==> config.mk <==
export PLATFORM = sky130hd
export DESIGN_NAME = peer_table_leader_election
export DESIGN_NICKNAME = d
export VERILOG_FILES = /design/src/rtl/pte_pkg.sv /design/src/rtl/pte_cmp.sv /design/src/rtl/pte_table.sv /design/src/rtl/peer_table_leader_election.sv
export SDC_FILE = /design/constraint.sdc
export NUM_CORES = 1
export LEC_CHECK = 0
export BUFFER_PORTS_ARGS = -buffer_cell sky130_fd_sc_hd__buf_2
export CORE_MARGIN = 10
export CORE_UTILIZATION = 32
export DETAILED_ROUTE_END_ITERATION = 7
export SLEW_MARGIN = 20
export SYNTH_ARGS = -nofsm -noshare
export SYNTH_HDL_FRONTEND = slang
export SYNTH_SLANG_ARGS = --single-unit
==> constraint.sdc <==
create_clock -name clk -period 5.3 [get_ports clk]
set_input_delay 0.53 -clock clk [delete_from_list [all_inputs] [get_ports clk]]
set_output_delay 0.53 -clock clk [all_outputs]
set_load 0.02 [all_outputs]
==> src/rtl/pte_pkg.sv <==
package pte_pkg;

  localparam int TABLE_SLOTS_DEF = 8;

  localparam logic ACT_PACKET = 1'b0;
  localparam logic ACT_SAMPLE = 1'b1;

  localparam logic [7:0] PKT_LIGHT_UPDATE = 8'd0;
  localparam logic [7:0] PKT_RESET_SWARM  = 8'd1;
  localparam logic [7:0] PKT_SERVER       = 8'd2;
  localparam logic [7:0] PKT_RESET_ME     = 8'd3;
  localparam logic [7:0] PKT_BLINK        = 8'd4;
  localparam logic [7:0] PKT_LOG          = 8'd7;

  typedef enum logic [2:0] {
    ST_IDLE,
    ST_ID_SCAN,
    ST_TIME_SCAN,
    ST_WRITE,
    ST_ELECT,
    ST_FINISH
  } state_t;

  typedef struct packed {
    logic        en;
    logic [7:0]  id;
    logic [15:0] light;
    logic [31:0] stamp;
  } tbl_wr_t;

  typedef struct packed {
    logic [7:0]  id;
    logic [15:0] light;
    logic [31:0] stamp;
  } tbl_rd_t;

  typedef struct packed {
    logic eq;
    logic lt;
  } cmp_t;

endpackage

==> src/rtl/pte_cmp.sv <==
module pte_cmp (
  input  logic [31:0]   a,
  input  logic [31:0]   b,
  output pte_pkg::cmp_t res
);

  assign res.eq = (a == b);
  assign res.lt = (a < b);

endmodule

==> src/rtl/pte_table.sv <==
module pte_table #(
  parameter int TABLE_SLOTS = pte_pkg::TABLE_SLOTS_DEF
) (
  input  logic                           clk,
  input  logic                           rst,
  input  logic [$clog2(TABLE_SLOTS)-1:0] rd_addr,
  output pte_pkg::tbl_rd_t               rd,
  input  logic [$clog2(TABLE_SLOTS)-1:0] wr_addr,
  input  pte_pkg::tbl_wr_t               wr
);

  logic [7:0]  id_mem    [TABLE_SLOTS];
  logic [15:0] light_mem [TABLE_SLOTS];
  logic [31:0] stamp_mem [TABLE_SLOTS];
  logic        vld       [TABLE_SLOTS];

  logic        rd_vld;
  logic [7:0]  rd_id;
  logic [15:0] rd_light;
  logic [31:0] rd_stamp;

  always_ff @(posedge clk) begin
    if (wr.en) begin
      id_mem[wr_addr]    <= wr.id;
      light_mem[wr_addr] <= wr.light;
      stamp_mem[wr_addr] <= wr.stamp;
    end
    rd_id    <= id_mem[rd_addr];
    rd_light <= light_mem[rd_addr];
    rd_stamp <= stamp_mem[rd_addr];
  end

  always_ff @(posedge clk) begin
    if (rst) begin
      for (int i = 0; i < TABLE_SLOTS; i++) begin
        vld[i] <= 1'b0;
      end
      rd_vld <= 1'b0;
    end else begin
      if (wr.en) begin
        vld[wr_addr] <= 1'b1;
      end
      rd_vld <= vld[rd_addr];
    end
  end

  assign rd.id    = rd_vld ? rd_id : 8'd0;
  assign rd.light = rd_vld ? rd_light : 16'd0;
  assign rd.stamp = rd_stamp;

endmodule

==> src/rtl/peer_table_leader_election.sv <==
// Channel   Direction  Signals                          Contents
// s_*       in         s_tvalid s_tready s_tdata s_tuser packet or local light sample
// m_*       out        m_tvalid m_tready m_tdata         one result word per input word
// cfg_*     in         cfg_wr_en cfg_wr_data             own_id register
//
// Samples and non-update packets go straight to the result. A light update from a peer
// runs an id scan, a time scan when an entry is evicted, a write and an election scan;
// an own-id update skips both. The slot table's single read port sets the scan length.
// rst is synchronous; it clears every slot, sets master and needs no clearing pass.
// s_tready is high only while idle; a result waiting on m_tready holds the sequencer
// in its last state but the next word can be taken as soon as that result is loaded.
module peer_table_leader_election #(
  parameter int TABLE_SLOTS = pte_pkg::TABLE_SLOTS_DEF
) (
  input  logic        clk,
  input  logic        rst,
  input  logic        s_tvalid,
  output logic        s_tready,
  // sender_id, sender_master, sender_version, sender_light, now_ms, local_light, pad
  input  logic [87:0] s_tdata,
  // action, packet_type
  input  logic [8:0]  s_tuser,
  output logic        m_tvalid,
  input  logic        m_tready,
  // is_master, master_changed, slot_index, slot_written, evicted, unknown_type
  output logic [7:0]  m_tdata,
  input  logic        cfg_wr_en,
  input  logic [7:0]  cfg_wr_data
);

  localparam int IW = $clog2(TABLE_SLOTS);
  localparam logic [IW:0]   CNT_END = TABLE_SLOTS[IW:0];
  localparam logic [IW:0]   CNT_ONE = (IW + 1)'(1);
  localparam logic [IW-1:0] IDX_ONE = IW'(1);

  logic       in_action;
  logic [7:0] in_ptype;
  logic [7:0] in_sid;
  logic [15:0] in_slight;
  logic [31:0] in_now;
  logic [9:0] in_llight;

  assign in_action = s_tuser[0];
  assign in_ptype  = s_tuser[8:1];
  assign in_sid    = s_tdata[7:0];
  assign in_slight = s_tdata[39:24];
  assign in_now    = s_tdata[71:40];
  assign in_llight = s_tdata[81:72];

  pte_pkg::state_t state, state_next;
  logic [IW:0]   cnt, cnt_next;
  logic          pend, pend_next;
  logic [IW-1:0] pidx, pidx_next;
  logic [IW-1:0] slot, slot_next;
  logic [IW-1:0] best_idx, best_idx_next;
  logic [31:0]   best_time, best_time_next;
  logic          cand, cand_next;
  logic          master_flag, master_flag_next;
  logic          prev_master, prev_master_next;
  logic [15:0]   own_light, own_light_next;
  logic [7:0]    own_id;
  logic          written, written_next;
  logic          evicted, evicted_next;
  logic          unknown, unknown_next;
  logic          m_tvalid_next;
  logic [7:0]    m_tdata_next;
  logic [7:0]    sid;
  logic [15:0]   slight;
  logic [31:0]   now;

  pte_pkg::tbl_wr_t tbl_wr;
  pte_pkg::tbl_rd_t tbl_rd;
  pte_pkg::cmp_t    cmp;
  logic [31:0]      cmp_a;
  logic [31:0]      cmp_b;
  logic [IW+2:0]    slot_ext;

  pte_table #(
    .TABLE_SLOTS(TABLE_SLOTS)
  ) u_table (
    .clk    (clk),
    .rst    (rst),
    .rd_addr(cnt[IW-1:0]),
    .rd     (tbl_rd),
    .wr_addr(slot),
    .wr     (tbl_wr)
  );

  pte_cmp u_cmp (
    .a  (cmp_a),
    .b  (cmp_b),
    .res(cmp)
  );

  assign s_tready = (state == pte_pkg::ST_IDLE);
  assign slot_ext = {3'b000, slot};

  always_comb begin
    unique case (state)
      pte_pkg::ST_TIME_SCAN: begin
        cmp_a = tbl_rd.stamp;
        cmp_b = best_time;
      end
      pte_pkg::ST_ELECT: begin
        cmp_a = {16'd0, own_light};
        cmp_b = {16'd0, tbl_rd.light};
      end
      default: begin
        cmp_a = {24'd0, tbl_rd.id};
        cmp_b = {24'd0, sid};
      end
    endcase
  end

  always_comb begin
    state_next       = state;
    cnt_next         = cnt;
    pend_next        = pend;
    pidx_next        = pidx;
    slot_next        = slot;
    best_idx_next    = best_idx;
    best_time_next   = best_time;
    cand_next        = cand;
    master_flag_next = master_flag;
    prev_master_next = prev_master;
    own_light_next   = own_light;
    written_next     = written;
    evicted_next     = evicted;
    unknown_next     = unknown;
    m_tvalid_next    = m_tvalid & ~m_tready;
    m_tdata_next     = m_tdata;
    tbl_wr.en        = 1'b0;
    tbl_wr.id        = sid;
    tbl_wr.light     = slight;
    tbl_wr.stamp     = now;

    unique case (state)
      pte_pkg::ST_IDLE: begin
        if (s_tvalid) begin
          prev_master_next = master_flag;
          written_next     = 1'b0;
          evicted_next     = 1'b0;
          unknown_next     = 1'b0;
          slot_next        = '0;
          cnt_next         = CNT_ONE;
          pend_next        = 1'b0;
          state_next       = pte_pkg::ST_FINISH;
          if (in_action == pte_pkg::ACT_SAMPLE) begin
            own_light_next = {6'd0, in_llight};
          end else begin
            case (in_ptype) inside
              pte_pkg::PKT_LIGHT_UPDATE: begin
                written_next = 1'b1;
                if (in_sid == own_id) begin
                  state_next = pte_pkg::ST_WRITE;
                end else begin
                  state_next = pte_pkg::ST_ID_SCAN;
                end
              end
              pte_pkg::PKT_RESET_SWARM: begin
                master_flag_next = 1'b1;
              end
              pte_pkg::PKT_RESET_ME: begin
                if (in_sid == own_id) begin
                  master_flag_next = 1'b1;
                end
              end
              pte_pkg::PKT_SERVER, pte_pkg::PKT_BLINK, pte_pkg::PKT_LOG: begin
              end
              default: begin
                unknown_next = 1'b1;
              end
            endcase
          end
        end
      end
      pte_pkg::ST_ID_SCAN: begin
        if (pend && (cmp.eq || tbl_rd.id == 8'd0)) begin
          slot_next  = pidx;
          pend_next  = 1'b0;
          state_next = pte_pkg::ST_WRITE;
        end else if (cnt < CNT_END) begin
          pend_next = 1'b1;
          pidx_next = cnt[IW-1:0];
          cnt_next  = cnt + CNT_ONE;
        end else if (!pend) begin
          cnt_next   = CNT_ONE;
          state_next = pte_pkg::ST_TIME_SCAN;
        end else begin
          pend_next = 1'b0;
        end
      end
      pte_pkg::ST_TIME_SCAN: begin
        if (pend && (pidx == IDX_ONE || cmp.lt)) begin
          best_idx_next  = pidx;
          best_time_next = tbl_rd.stamp;
        end
        if (cnt < CNT_END) begin
          pend_next = 1'b1;
          pidx_next = cnt[IW-1:0];
          cnt_next  = cnt + CNT_ONE;
        end else if (!pend) begin
          slot_next    = best_idx;
          evicted_next = 1'b1;
          state_next   = pte_pkg::ST_WRITE;
        end else begin
          pend_next = 1'b0;
        end
      end
      pte_pkg::ST_WRITE: begin
        if (slot == '0) begin
          own_light_next = slight;
        end else begin
          tbl_wr.en = 1'b1;
        end
        cnt_next   = CNT_ONE;
        pend_next  = 1'b0;
        cand_next  = 1'b1;
        state_next = pte_pkg::ST_ELECT;
      end
      pte_pkg::ST_ELECT: begin
        if (pend && cmp.lt) begin
          cand_next = 1'b0;
        end
        if (cnt < CNT_END) begin
          pend_next = 1'b1;
          pidx_next = cnt[IW-1:0];
          cnt_next  = cnt + CNT_ONE;
        end else if (!pend) begin
          master_flag_next = cand;
          state_next       = pte_pkg::ST_FINISH;
        end else begin
          pend_next = 1'b0;
        end
      end
      pte_pkg::ST_FINISH: begin
        if (!m_tvalid || m_tready) begin
          m_tvalid_next = 1'b1;
          m_tdata_next  = {unknown, evicted, written, slot_ext[2:0],
                           master_flag ^ prev_master, master_flag};
          state_next    = pte_pkg::ST_IDLE;
        end
      end
      default: begin
        state_next = pte_pkg::ST_IDLE;
      end
    endcase
  end

  always_ff @(posedge clk) begin
    if (rst) begin
      state       <= pte_pkg::ST_IDLE;
      cnt         <= '0;
      pend        <= 1'b0;
      master_flag <= 1'b1;
      own_light   <= 16'd0;
      own_id      <= 8'd0;
      m_tvalid    <= 1'b0;
    end else begin
      state       <= state_next;
      cnt         <= cnt_next;
      pend        <= pend_next;
      master_flag <= master_flag_next;
      own_light   <= own_light_next;
      m_tvalid    <= m_tvalid_next;
      if (cfg_wr_en) begin
        own_id <= cfg_wr_data;
      end
    end
  end

  always_ff @(posedge clk) begin
    pidx        <= pidx_next;
    slot        <= slot_next;
    best_idx    <= best_idx_next;
    best_time   <= best_time_next;
    cand        <= cand_next;
    prev_master <= prev_master_next;
    written     <= written_next;
    evicted     <= evicted_next;
    unknown     <= unknown_next;
    m_tdata     <= m_tdata_next;
    if (s_tvalid && s_tready) begin
      sid    <= in_sid;
      slight <= in_slight;
      now    <= in_now;
    end
  end

endmodule

; ---- Word-level counts from Yosys, hierarchy flattened
; Memory sizes are Yosys's and may differ from the RTL's. A register that Yosys moved wholly into a read port is not among the register bits.
; Index checks and enable logic that the tools add are counted.
[op_classes]
add_sub_neg = 1
n_div = 0
muxes = 68
bitwise_logic = 3
n_eq_ne = 32
n_reduce_logical = 35
n_lt_le_gt_ge = 2
shifts = 0
multipliers = 0
[ops]
columns = op, n
row1 = $pmux 32 s2, 2
row2 = $mux 16, 4
row3 = $mux 3, 18
row4 = $eq 32x32->1, 1
row5 = $lt 32x32->1, 1
row6 = $pmux 16 s2, 1
row7 = $mux 1, 28
row8 = $ne 2x2->1 const B, 12
row9 = $mux 4, 5
row10 = $pmux 3 s6, 1
row11 = $eq 8x2->1 const B, 2
row12 = $eq 8x3->1 const B, 2
row13 = $logic_not 8->1, 2
row14 = $pmux 4 s4, 1
row15 = $reduce_and 8->1, 2
row16 = $reduce_and 2->1, 6
row17 = $reduce_and 5->1, 2
row18 = $reduce_bool 2->1, 5
row19 = $ne 3x3->1 const B, 3
row20 = $pmux 3 s3, 1
row21 = $eq 8x1->1 const B, 1
row22 = $eq 8x8->1, 1
row23 = $mux 8, 1
row24 = $reduce_and 4->1, 2
row25 = 24 further kinds, 37
[word_totals]
in_bits = 110
ram_bits = 456
ff_bits = 144
mem_bits_ro = 0
elab_cells = 165
n_memories = 4
latchBits = 0
[memory_table]
columns = memory, words, word_bits, read_ports, rd_clocked_by_memory_dff, write_ports, line_no
row1 = u_table.stamp_mem, 8, 32, 1, 1, 1, pte_table.sv:14  ; logic [31:0] stamp_mem [TABLE_SLOTS];
row2 = u_table.light_mem, 8, 16, 1, 1, 1, pte_table.sv:13  ; logic [15:0] light_mem [TABLE_SLOTS];
row3 = u_table.id_mem, 8, 8, 1, 1, 1, pte_table.sv:12  ; logic [7:0] id_mem [TABLE_SLOTS];
row4 = u_table.vld, 8, 1, 1, 1, 8, pte_table.sv:15  ; logic vld [TABLE_SLOTS];

; ---- Depth between registers and ports, before layout
; Gate-level depths: netlist of run 1.
[logic_depth]
depth_word = 8
ltp_mapped = 14
mapped_depth_nobuf = 12

; ---- Modules after synthesis
; A second synthesis of run 1 with hierarchy kept.
[hier_totals]
hier_cells = 1336
area_unflattened_um2 = 25608.3
[modules_own_cells]
columns = mod, instances, area_per_inst_um2, cells_per_inst, seq_area_each_um2
row1 = pte_table, 1, 18798.0, 772, 14754.2
row2 = peer_table_leader_election, 1, 6002.0, 449, 3983.8
row3 = pte_cmp, 1, 808.3, 115, 0.0

; ---- Worst setup path after synthesis of run 1
; No wires, ideal clock.
[synth_path]
path_type = reg-to-reg
start = reg state[1]
end = mem u_table.id_mem[1][0], enable pin
arrival_ns = 4.937
path_stages_with_launch = 6
synth_period_minus_slack_ns = 5.478
setup_ns = 0.541
t_required_ns = 4.759
slack_ns = -0.178
n_path_buf = 1
cell_sequence = dfxtp_1 > and2b_1 > and2_1 > clkbuf_1 > nand2_1 > nor3_1
[synth_between]
elab_chain_cells = 4
[synth_rtl]
columns = item, line_no
row1 = from (decl), peer_table_leader_election.sv:50  ; pte_pkg::state_t state, state_next;
row2 = from (signal assigned), peer_table_leader_election.sv:252  ; state <= pte_pkg::ST_IDLE;
row3 = from (signal assigned), peer_table_leader_election.sv:260  ; state <= state_next;
row4 = $eq 3x2->1, peer_table_leader_election.sv:137  ; unique case (state)
row5 = $mux 1, peer_table_leader_election.sv:137
row6 = $mux 1, pte_table.sv:23  ; if (wr.en) begin
row7 = $mux 1 (not written as such), pte_table.sv:24  ; id_mem[wr_addr] <= wr.id;
row8 = to (decl), pte_table.sv:12
; No other way between the ends.

; ---- Worst setup path after layout of run 1
[layout_path]
start = reg state[1]
end = reg best_time[24], enable pin
[layout_between]
elab_chain_cells = 6
elab_cells_between_ends = 8
[layout_rtl]
columns = item, line_no
row1 = $eq 3x3->1 or $eq 3x2->1 (tied branches), "peer_table_leader_election.sv:99, peer_table_leader_election.sv:137"
row2 = $pmux 32 s2, peer_table_leader_election.sv:99  ; unique case (state)
row3 = $lt 32x32->1, pte_cmp.sv:8  ; assign res.lt = (a < b);
row4 = $logic_or 1x1->1, peer_table_leader_election.sv:194  ; if (pend && (pidx == IDX_ONE || cmp.lt)) begin
row5 = $logic_and 1x1->1, peer_table_leader_election.sv:194
row6 = $reduce_and 2->1 (no line) (*), -
row7 = to (signal assigned), peer_table_leader_election.sv:276  ; best_time <= best_time_next;
row8 = to (decl), peer_table_leader_election.sv:56  ; logic [31:0] best_time, best_time_next;
; Mark *: on every way between the ends. The rest lies on a longest branch, timed or not.
; A chain may end at the register's enable or synchronous reset.

==> results of run 1 <==
## critical path, stage by stage (launching register included)
cell and delay [ns]:
dfxtp_1 0.68, nor3b_2 0.88, buf_12 0.28, a22o_1 0.17, ha_1 0.22, and2_1 0.15
a221o_1 0.30, a221oi_1 0.34, o221ai_1 0.21, a211oi_1 0.39, o211a_1 0.31, buf_12 0.25
## synthesized netlist by cell type, types with 3 or more instances
cell	number	area share [%]
a211oi_1	3	0.091
a21o_1	4	0.12
a21oi_1	36	0.73
a222oi_1	8	0.32
a22o_1	15	0.53
a22oi_1	13	0.39
a311oi_1	7	0.25
a311oi_2	4	0.24
and2_1	20	0.50
and4_1	3	0.11
buf_1	5	0.076
buf_2	20	0.40
clkbuf_1	35	0.53
dfxtp_1	99	8.0
edfxtp_1	558	68
ha_1	34	1.7
inv_1	13	0.20
mux2_2	56	2.5
mux2i_1	10	0.40
mux4_2	114	10
nand2_1	58	0.88
nand2b_1	9	0.23
nand3_1	11	0.22
nand3b_1	3	0.091
nand4_1	6	0.15
nor2_1	39	0.59
nor2b_1	10	0.25
nor3_1	10	0.20
nor3b_1	4	0.12
nor4_1	5	0.13
o21a_1	5	0.15
o21ai_0	12	0.24
xor2_1	10	0.35
## layout make-up
cell class              count  area share (%)
flip-flops and latches    657            64.6
diodes                      1         0.00862
inverters                  14           0.190
repair buffers            118            2.56
multi-input cells         595            20.6
well taps                1040            4.48
clock inverters            35            1.18
clock buffers              91            6.44
## state kept, by name (all words and copies together) (netlist names), 4 cells and up
| signal | count |
|---|---|
| u_table.stamp_mem | 256 |
| u_table.light_mem | 128 |
| u_table.id_mem | 64 |
| best_time | 32 |
| now | 32 |
| u_table.rd_stamp | 32 |
| own_light | 16 |
| slight | 16 |
| u_table.rd_light | 16 |
| m_tdata | 8 |
| own_id | 8 |
| sid | 8 |
| u_table.rd_id | 8 |
| u_table.vld | 8 |
| cnt | 4 |
## logic make-up (layout without fill, tap and decap cells)
family | count (synthesis) | count (layout) | share of synthesized area (%)
adder cells (fa/ha/maj) | 34 | 34 | 1.72
AND/OR/NAND/NOR | 188 | 188 | 3.79
other | 1 | 57 | 0.0151
XOR/XNOR | 10 | 10 | 0.353
AO/OA/AOI/OAI | 127 | 127 | 3.89
flip-flops | 657 | 657 | 75.6
multiplexers | 180 | 180 | 13.3
buffers and inverters | 77 | 258 | 1.38
## path summary, 6_finish.rpt
path                                   from       endpoint  slack [ns]
worst min-delay path            s_tdata[64]        now[24]        0.10
worst min register to register      written     m_tdata[5]        0.41
worst max-delay path               state[1]  best_time[24]        0.76
worst max register to register     state[1]  best_time[24]        0.76
## metal layers
metal / global-route usage, % / share of wire [%]
met4: 4.10 / 2.1
met3: 2.25 / 5.2
met2: 18.8 / 47
met5: 0 / 0.12
met1: 16.0 / 46
## where the power goes
part / switching, mW / internal, mW
combinational: 1.33 / 1.26
clock: 1.91 / 2.79
sequential: 0.657 / 6.52
==> impl_metrics.ini, run 1 <==
[global_routing]
overflow = 0
grt_pass1_vias = 12900
grtUsageTotal_pct = 11.8
grt_max_degree = 71
grt_antenna_before_repair = 5
grt_pass1_wl_um = 80400

[worst_hold_path]
whs_path_depth = 1
hold_path.class = in -> reg

[clock_network]
cts.repair.resized = 0
clock_path_buffers = 3
clkLatencyLatePin_ns = 0.60
cts_made_buffers = 68
cts-root-buf = clkbuf_16
hold_buffers = 0
cts_sinks = 657
clk_pin_slew_ns = 0.06
htreeDepth = 3
postCtsSetupBuffers = 0
cts_tree = built

[layout]
nNetsFinal = 1598
final_common_cell = edfxtp_1
regArea_um2 = 18700
fill_cells = 7075
drive_gt1_share_pct = 27.3
layoutNonFillerInstCount = 2551
area_delta_synth_final_pct = 17.1
mostFrequentLayoutCells = edfxtp_1 (558), mux4_2 (114), buf_2 (97)
multiInputGateArea_um2 = 5980
design_area_um2 = 29000
utilization_pct = 37.7

[placed_design]
hpwl_um = 29900
dp_cells = 2424
dp_slack_ns = 0.853
placed_area_um2 = 26800
gp_congestion = 0.770
io_buffers = 97

[critical_path]
path_class = reg -> reg
required_ns = 5.57
crit_arrival_ns = 4.82
cp-end-kind = flop
r2r_cells = 11
path_max_fanout = 40
startpoint_type = flop

[routing]
postRouteAntennaNets = 0
drt-vias-per-instance = 4.72
totalWireLength_um = 52400
routed-via-count = 12000
wire_per_inst_um = 20.5
drcViolationCount = 0
drt_iter0_markers = 833
dr.pass1.iters = 6

[timing]
setup_ws_ns = 0.759
finalHoldViolCount = 0
finalSetupTns_ns = 0
rsz0062_at_grt = false
slew_viol_final = 0
max_clock_freq_mhz = 220
slew_headroom_pct = 31.1
setup_violations = 0
holdWs_ns = 0.101
clock_skew_ns = 0.0230
post-route-period-util_pct = 85.7
worstMarginPinSlew_ns = 1.03
timing.final.crit_period_ns = 4.54

[pwr]
p_leak_nw = 9.62
totalPowerFinal_mw = 14.5
p_per_area_nw_per_um2 = 498
peakVddDrop_mv = 0.282

[floorplanning]
initial_core_util_pct = 32.2
rows = 102
core_area_um2 = 77100
io_pins = 120
die_w_um = 298
die-area_um2 = 89000
fp.dieH_um = 298

[synthesis]
netlist_area_um2 = 24800
synthCells = 1274
ys_seq_elements = 657
synth_edf_count = 558
yosysUniqueCellTypes = 63
synthArstFlopShare_pct = 0
synth_flop_cell = edfxtp_1
avgSynthCellArea_um2 = 19.5
yosys_warnings = 0
seq_area_frac_synth_pct = 75.6

[flow_run]
max_cap_violations = 0

[run_status]
outcome = finished, final reports clean
(Power assumes the default switching activity.)
==> run 2, diff against run 1 <==
SYNTH_HIERARCHICAL = 1   (was unset)
==> impl_metrics.ini, run 2 <==
[run_status]
outcome = finished, final reports clean

[synthesis]
synth_top_area_share_pct = 65.4
synthArstFlopShare_pct = 0
yosys_warnings = 6
synth_top_cell_by_area = edfxtp_1
synth_edf_count = 558
yosysUniqueCellTypes = 73
seq_area_frac_synth_pct = 73.2
avgSynthCellArea_um2 = 19.2
synthTopCellsByArea = edfxtp_1 (65%), mux4_2 (8.0%), dfxtp_1 (7.7%)
yosysMostFrequentCell = edfxtp_1
synthCells = 1336
synth_flop_cell = edfxtp_1
synth_nets = 1480
ys_seq_elements = 657
netlist_area_um2 = 25600
synth_commonest_cells = edfxtp_1 (558), dfxtp_1 (99), mux4_2 (91)

[critical_path]
cp_cell_sequence = nor2_2 -> and2_1 -> buf_4 -> a22o_1 -> inv_1 -> ha_1 -> a21o_1 -> nand3_1 -> a21oi_1 -> or4b_1 -> a2111oi_2 -> o211a_1 -> buf_4
cp-startpoint = state[0]
rr_startpoint = state[0]
required_ns = 5.57
rrSetupSlack_ns = 0.84
crit_top_cell = buf_4
path_class = reg -> reg
path_max_fanout = 26
critical_path.slowest_cell = and2_1
critPathTopFamily = simple AND/OR/NAND/NOR gates
crit_arrival_ns = 4.73
startpoint_type = flop
cp-end-kind = flop
cp.buffers_inverters = 3
slowest_delay_ns = 0.88

[flow_run]
max_cap_violations = 0

[global_routing]
met2_usage_pct = 19.0
grt_antenna_before_repair = 5
grt_pass1_wl_um = 80500
grt_max_degree = 62
overflow = 0
met1_usage_pct = 15.5
grt_util_met3_pct = 2.17
grt_pass1_vias = 12900
grtUsageTotal_pct = 11.6
grt_busiest_layer = met2

[placed_design]
gp_congestion = 0.785
io_buffers = 97
hpwl_um = 30300

[timing]
max_clock_freq_mhz = 224
slew_headroom_pct = 29.2
clock_skew_ns = 0.0247
finalHoldViolCount = 0
post-route-period-util_pct = 84.1
finalSetupTns_ns = 0
worstMarginPinSlew_ns = 1.06
rsz0062_at_grt = false
slew_viol_final = 0
holdWs_ns = 0.0955
timing.final.crit_period_ns = 4.46
setup_violations = 0

[layout]
final_common_cell = edfxtp_1
largest_reg_flops = 256
fill_cells = 7255
nNetsFinal = 1612
area_delta_synth_final_pct = 16.0
mostFrequentLayoutCells = edfxtp_1 (558), buf_2 (97), dfxtp_1 (96)
regArea_um2 = 18700
multiInputGateArea_um2 = 6370
regMostFlops = u_table/stamp_mem
largestRegisters = u_table/stamp_mem x256, u_table/light_mem x128, u_table/id_mem x64
drive_gt1_share_pct = 27.9

[routing]
drt-vias-per-instance = 4.76
drt_iter0_markers = 866
drcViolationCount = 0
wire_per_inst_um = 20.8
dr.pass1.iters = 5
totalWireLength_um = 53400
routed-via-count = 12200
postRouteAntennaNets = 0

[clock_network]
cts_made_buffers = 68
cts.repair.resized = 0
clk_pin_slew_ns = 0.06
postCtsSetupBuffers = 0
cts-root-buf = clkbuf_16
cts_sinks = 657
htreeDepth = 3
cts_tree = built
clkLatencyLatePin_ns = 0.61
hold_buffers = 0
clock_path_buffers = 3

[pwr]
p_leak_nw = 9.97
p_per_area_nw_per_um2 = 489
peakVddDrop_mv = 0.244

[floorplanning]
rows = 103
initial_core_util_pct = 32.4
die_w_um = 303
fp.dieH_um = 303
core_area_um2 = 79100
io_pins = 120
die-area_um2 = 91700

[worst_hold_path]
hold_path.class = in -> reg
hp-start = s_tdata[31]
## run 2: cell count changes after synthesis, sizes merged, moves of 11 or more
cell | before | now
a21oi | 36 | 18
and2 | 21 | 57
inv | 13 | 45
nor2 | 39 | 57
buf | 28 | 40
clkbuf | 35 | 23
mux2i | 10 | 21
a22oi | 13 | 27
## run 2: power by group
part	leakage (nW)	internal, mW	switching, mW
logic	2.97	1.34	1.44
clock network	1.13	2.93	1.92
registers	5.87	6.35	0.540
## run 2: worst paths after layout
| check | end | cells after the start |
|---|---|---|
| worst min-delay path | slight[7] | 1 |
| worst max-delay path | best_time[22] | 13 |
| worst max register to register | best_time[22] | 13 |
| worst min register to register | best_time[27] | 0 |
## run 2: per-stage QoR
| stage | instances | area [µm²] | utilization, % | power (mW) | setup WS [ns] |
|---|---|---|---|---|---|
| 2_1_floorplan | 1336 | 25600 | - | 9.03 | 0.135 |
| 3_3_place_gp | 2448 | 27400 | 34.6 | 9.75 | 0.859 |
| 3_5_place_dp | 2448 | 27400 | 34.6 | 9.84 | 0.816 |
| 4_1_cts | 2572 | 29700 | 37.5 | 14.7 | 0.765 |
| 5_1_grt | 2572 | 29700 | 37.5 | 15.2 | 0.588 |
| 6_report | 2573 | 29700 | 37.5 | 14.5 | 0.842 |
## run 2: worst register-to-register path, delay by kind of cell, from the launching register on
kind,cells,cell delay (ns)
flip-flops,1,0.31
adder cells (fa/ha/maj),1,0.28
buffers and inverters,3,0.63
AND/OR/NAND/NOR,4,1.82
AO/OA/AOI/OAI,5,1.07
## run 2: routing by layer
| layer | up-vias | routed length [µm] |
|---|---|---|
| li1 | 5572 | - |
| met5 | - | 34 |
| met3 | 83 | 2410 |
| met4 | 6 | 1040 |
| met2 | 254 | 25900 |
| met1 | 6329 | 24100 |
## run 2: kinds of logic (layout without fill, tap and decap cells)
kind of cell	Yosys count	in the layout	share of synthesized area, %
AND/OR/NAND/NOR	218	218	4.56
flip-flops	657	657	73.2
buffers and inverters	109	295	2.25
AO/OA/AOI/OAI	117	117	3.73
other	0	1	0
adder cells (fa/ha/maj)	34	34	1.66
XOR/XNOR	11	11	0.376
multiplexers	190	190	14.2
## run 2: final cells by class
cell class | count | share of cell area [%]
Sequential cell | 657 | 63.1
Multi-Input combinational cell | 570 | 21.5
Clock buffer | 96 | 6.61
Tap cell | 1050 | 4.42
Timing Repair Buffer | 125 | 2.64
Clock inverter | 28 | 1.15
Inverter | 46 | 0.590
Antenna cell | 1 | 0.00843
==> run 3, diff against run 2 <==
clock period = 3.8 ns   (was 5.3 ns; I/O delays follow)
==> impl_metrics.ini, run 3 (synthesis gave the netlist of run 2 again) <==
[floorplanning]
fp.dieH_um = 303
rows = 103
core_area_um2 = 79100
initial_core_util_pct = 32.4
io_pins = 120
die_w_um = 303
die-area_um2 = 91700

[critical_path]
rrSetupSlack_ns = 0.14
startpoint_type = flop
r2r_cells = 15
crit_arrival_ns = 3.95
path_class = reg -> reg
required_ns = 4.08
worstReg2RegEnd = best_time[3]
rr_startpoint = state[1]
path_max_fanout = 26
cp-end-kind = flop

[pwr]
p_per_area_nw_per_um2 = 676
totalPowerFinal_mw = 20.8
p_leak_nw = 10.4
peakVddDrop_mv = 0.304

[timing]
setup_ws_ns = 0.138
setup_violations = 0
clock_skew_ns = 0.0180
slew_viol_final = 0
max_clock_freq_mhz = 273
finalHoldViolCount = 0
holdWs_ns = 0.0341
worstMarginPinSlew_ns = 1.04
timing.final.crit_period_ns = 3.66
slew_headroom_pct = 30.9
post-route-period-util_pct = 96.4

[placed_design]
dp_cells = 2470
gp_congestion = 0.774
io_buffers = 97
dp_slack_ns = -0.0825
hpwl_um = 30600

[layout]
drive_gt1_share_pct = 28.7
regMostFlops = u_table/stamp_mem
regArea_um2 = 18700
largest_reg_flops = 256
final_common_cell = edfxtp_1
nNetsFinal = 1697
layoutNonFillerInstCount = 2661
mostFrequentLayoutCells = edfxtp_1 (558), buf_2 (97), dfxtp_1 (96)
utilization_pct = 38.9
area_delta_synth_final_pct = 20.1
antenna_cells = 0
fill_cells = 7223
largestRegisters = u_table/stamp_mem x256, u_table/light_mem x128, u_table/id_mem x64
multiInputGateArea_um2 = 6450

[global_routing]
grt_antenna_before_repair = 1
met1_usage_pct = 15.9
met2_usage_pct = 18.6
grt_util_met3_pct = 2.34
grt_pass1_vias = 13500
overflow = 0
grt_busiest_layer = met2
grt_max_degree = 58
grt_pass1_wl_um = 81800
grtUsageTotal_pct = 11.7

[worst_hold_path]
min_to = own_id[2]
hp-start = cfg_wr_data[2]
hold_path.class = in -> reg
whs_path_depth = 3

[routing]
drcViolationCount = 0
routed-via-count = 12600
wire_per_inst_um = 20.0
drt-vias-per-instance = 4.74
totalWireLength_um = 53300
postRouteAntennaNets = 0
dr.pass1.iters = 5
drt_iter0_markers = 690

[clock_network]
clk_pin_slew_ns = 0.06
cts_tree = built
cts_sinks = 657
cts_made_buffers = 71
clkLatencyLatePin_ns = 0.60
clock_path_buffers = 3
htreeDepth = 3
cts-root-buf = clkbuf_16

[flow_run]
max_cap_violations = 0

[run_status]
outcome = finished, final reports clean
run 3: changes by cell type in the layout (fill, tap and decap cells not counted), moves of 3 or more:
cell / delta
clkbuf_8: +3
clkbuf_16: +6
buf_12: +13
inv_6: +4
clkinv_8: -3
dlygate4sd3_1: +59
bufinv_16: -5
buf_4: +8
run 3: routing by layer:
metal	up-vias	share of wire, %	wire length [µm]
met5	-	0	0
met4	0	1.8	986
met3	68	4.8	2560
met2	273	47	25300
met1	6524	46	24500
li1	5741	-	-
run 3: critical path, stage by stage, from the launching register on:
cell and delay [ns]:
dfxtp_1 0.33, buf_4 0.12, nor2_2 0.04, and2_1 0.18, buf_12 0.16, buf_4 0.19, a22oi_1 0.22, nand2_1 0.09
ha_1 0.31, a21oi_1 0.17, o21ai_0 0.14, nand2_2 0.07, or4b_4 0.50, a2111oi_4 0.38, o211a_4 0.22, buf_12 0.19
run 3: worst max path at each step:
stage	startpoint	end	slack (ns)	cells past startpoint
final	state[1]	best_time[3]	0.14	15
after detailed placement	state[0]	best_time[3]	-0.08	13
after global placement	state[0]	best_time[0]	-0.05	13
after global routing	state[0]	state[2]	-0.03	16
after floorplan	state[0]	u_table/id_mem[2][0]	-1.36	5
after CTS	state[0]	best_time[3]	0.009	14
run 3: layout make-up:
class                           count  area share (%)
Multi-Input combinational cell    570            21.0
Sequential cell                   657            61.0
Inverter                           46           0.594
Clock inverter                     25           0.626
Timing Repair Buffer              207            5.58
Clock buffer                      106            7.01
Tap cell                         1050            4.27
run 3: report_power, final:
part           switching (mW)  internal [mW]
Sequential              0.689           8.86
Clock                    2.70           4.08
Combinational            2.25           2.21
run 3: through the flow:
| stage | TNS (ns) | instance area (µm²) |
|---|---|---|
| after floorplan | -247.59 | 25700 |
| after global placement | -1.43 | 27700 |
| after detailed placement | -2.48 | 27700 |
| after CTS | 0 | 30700 |
| after global routing | -0.0561 | 30800 |
| final | 0 | 30800 |
run 3: repair_timing:
item / CTS / global route
pin swaps: 0 / 2
endpoints found under the setup margin: 40 / 50
endpoints found under the hold margin: 59 / 0
hold buffers: 59 / 0
resized for setup: 2 / 14
buffers inserted: 0 / 1
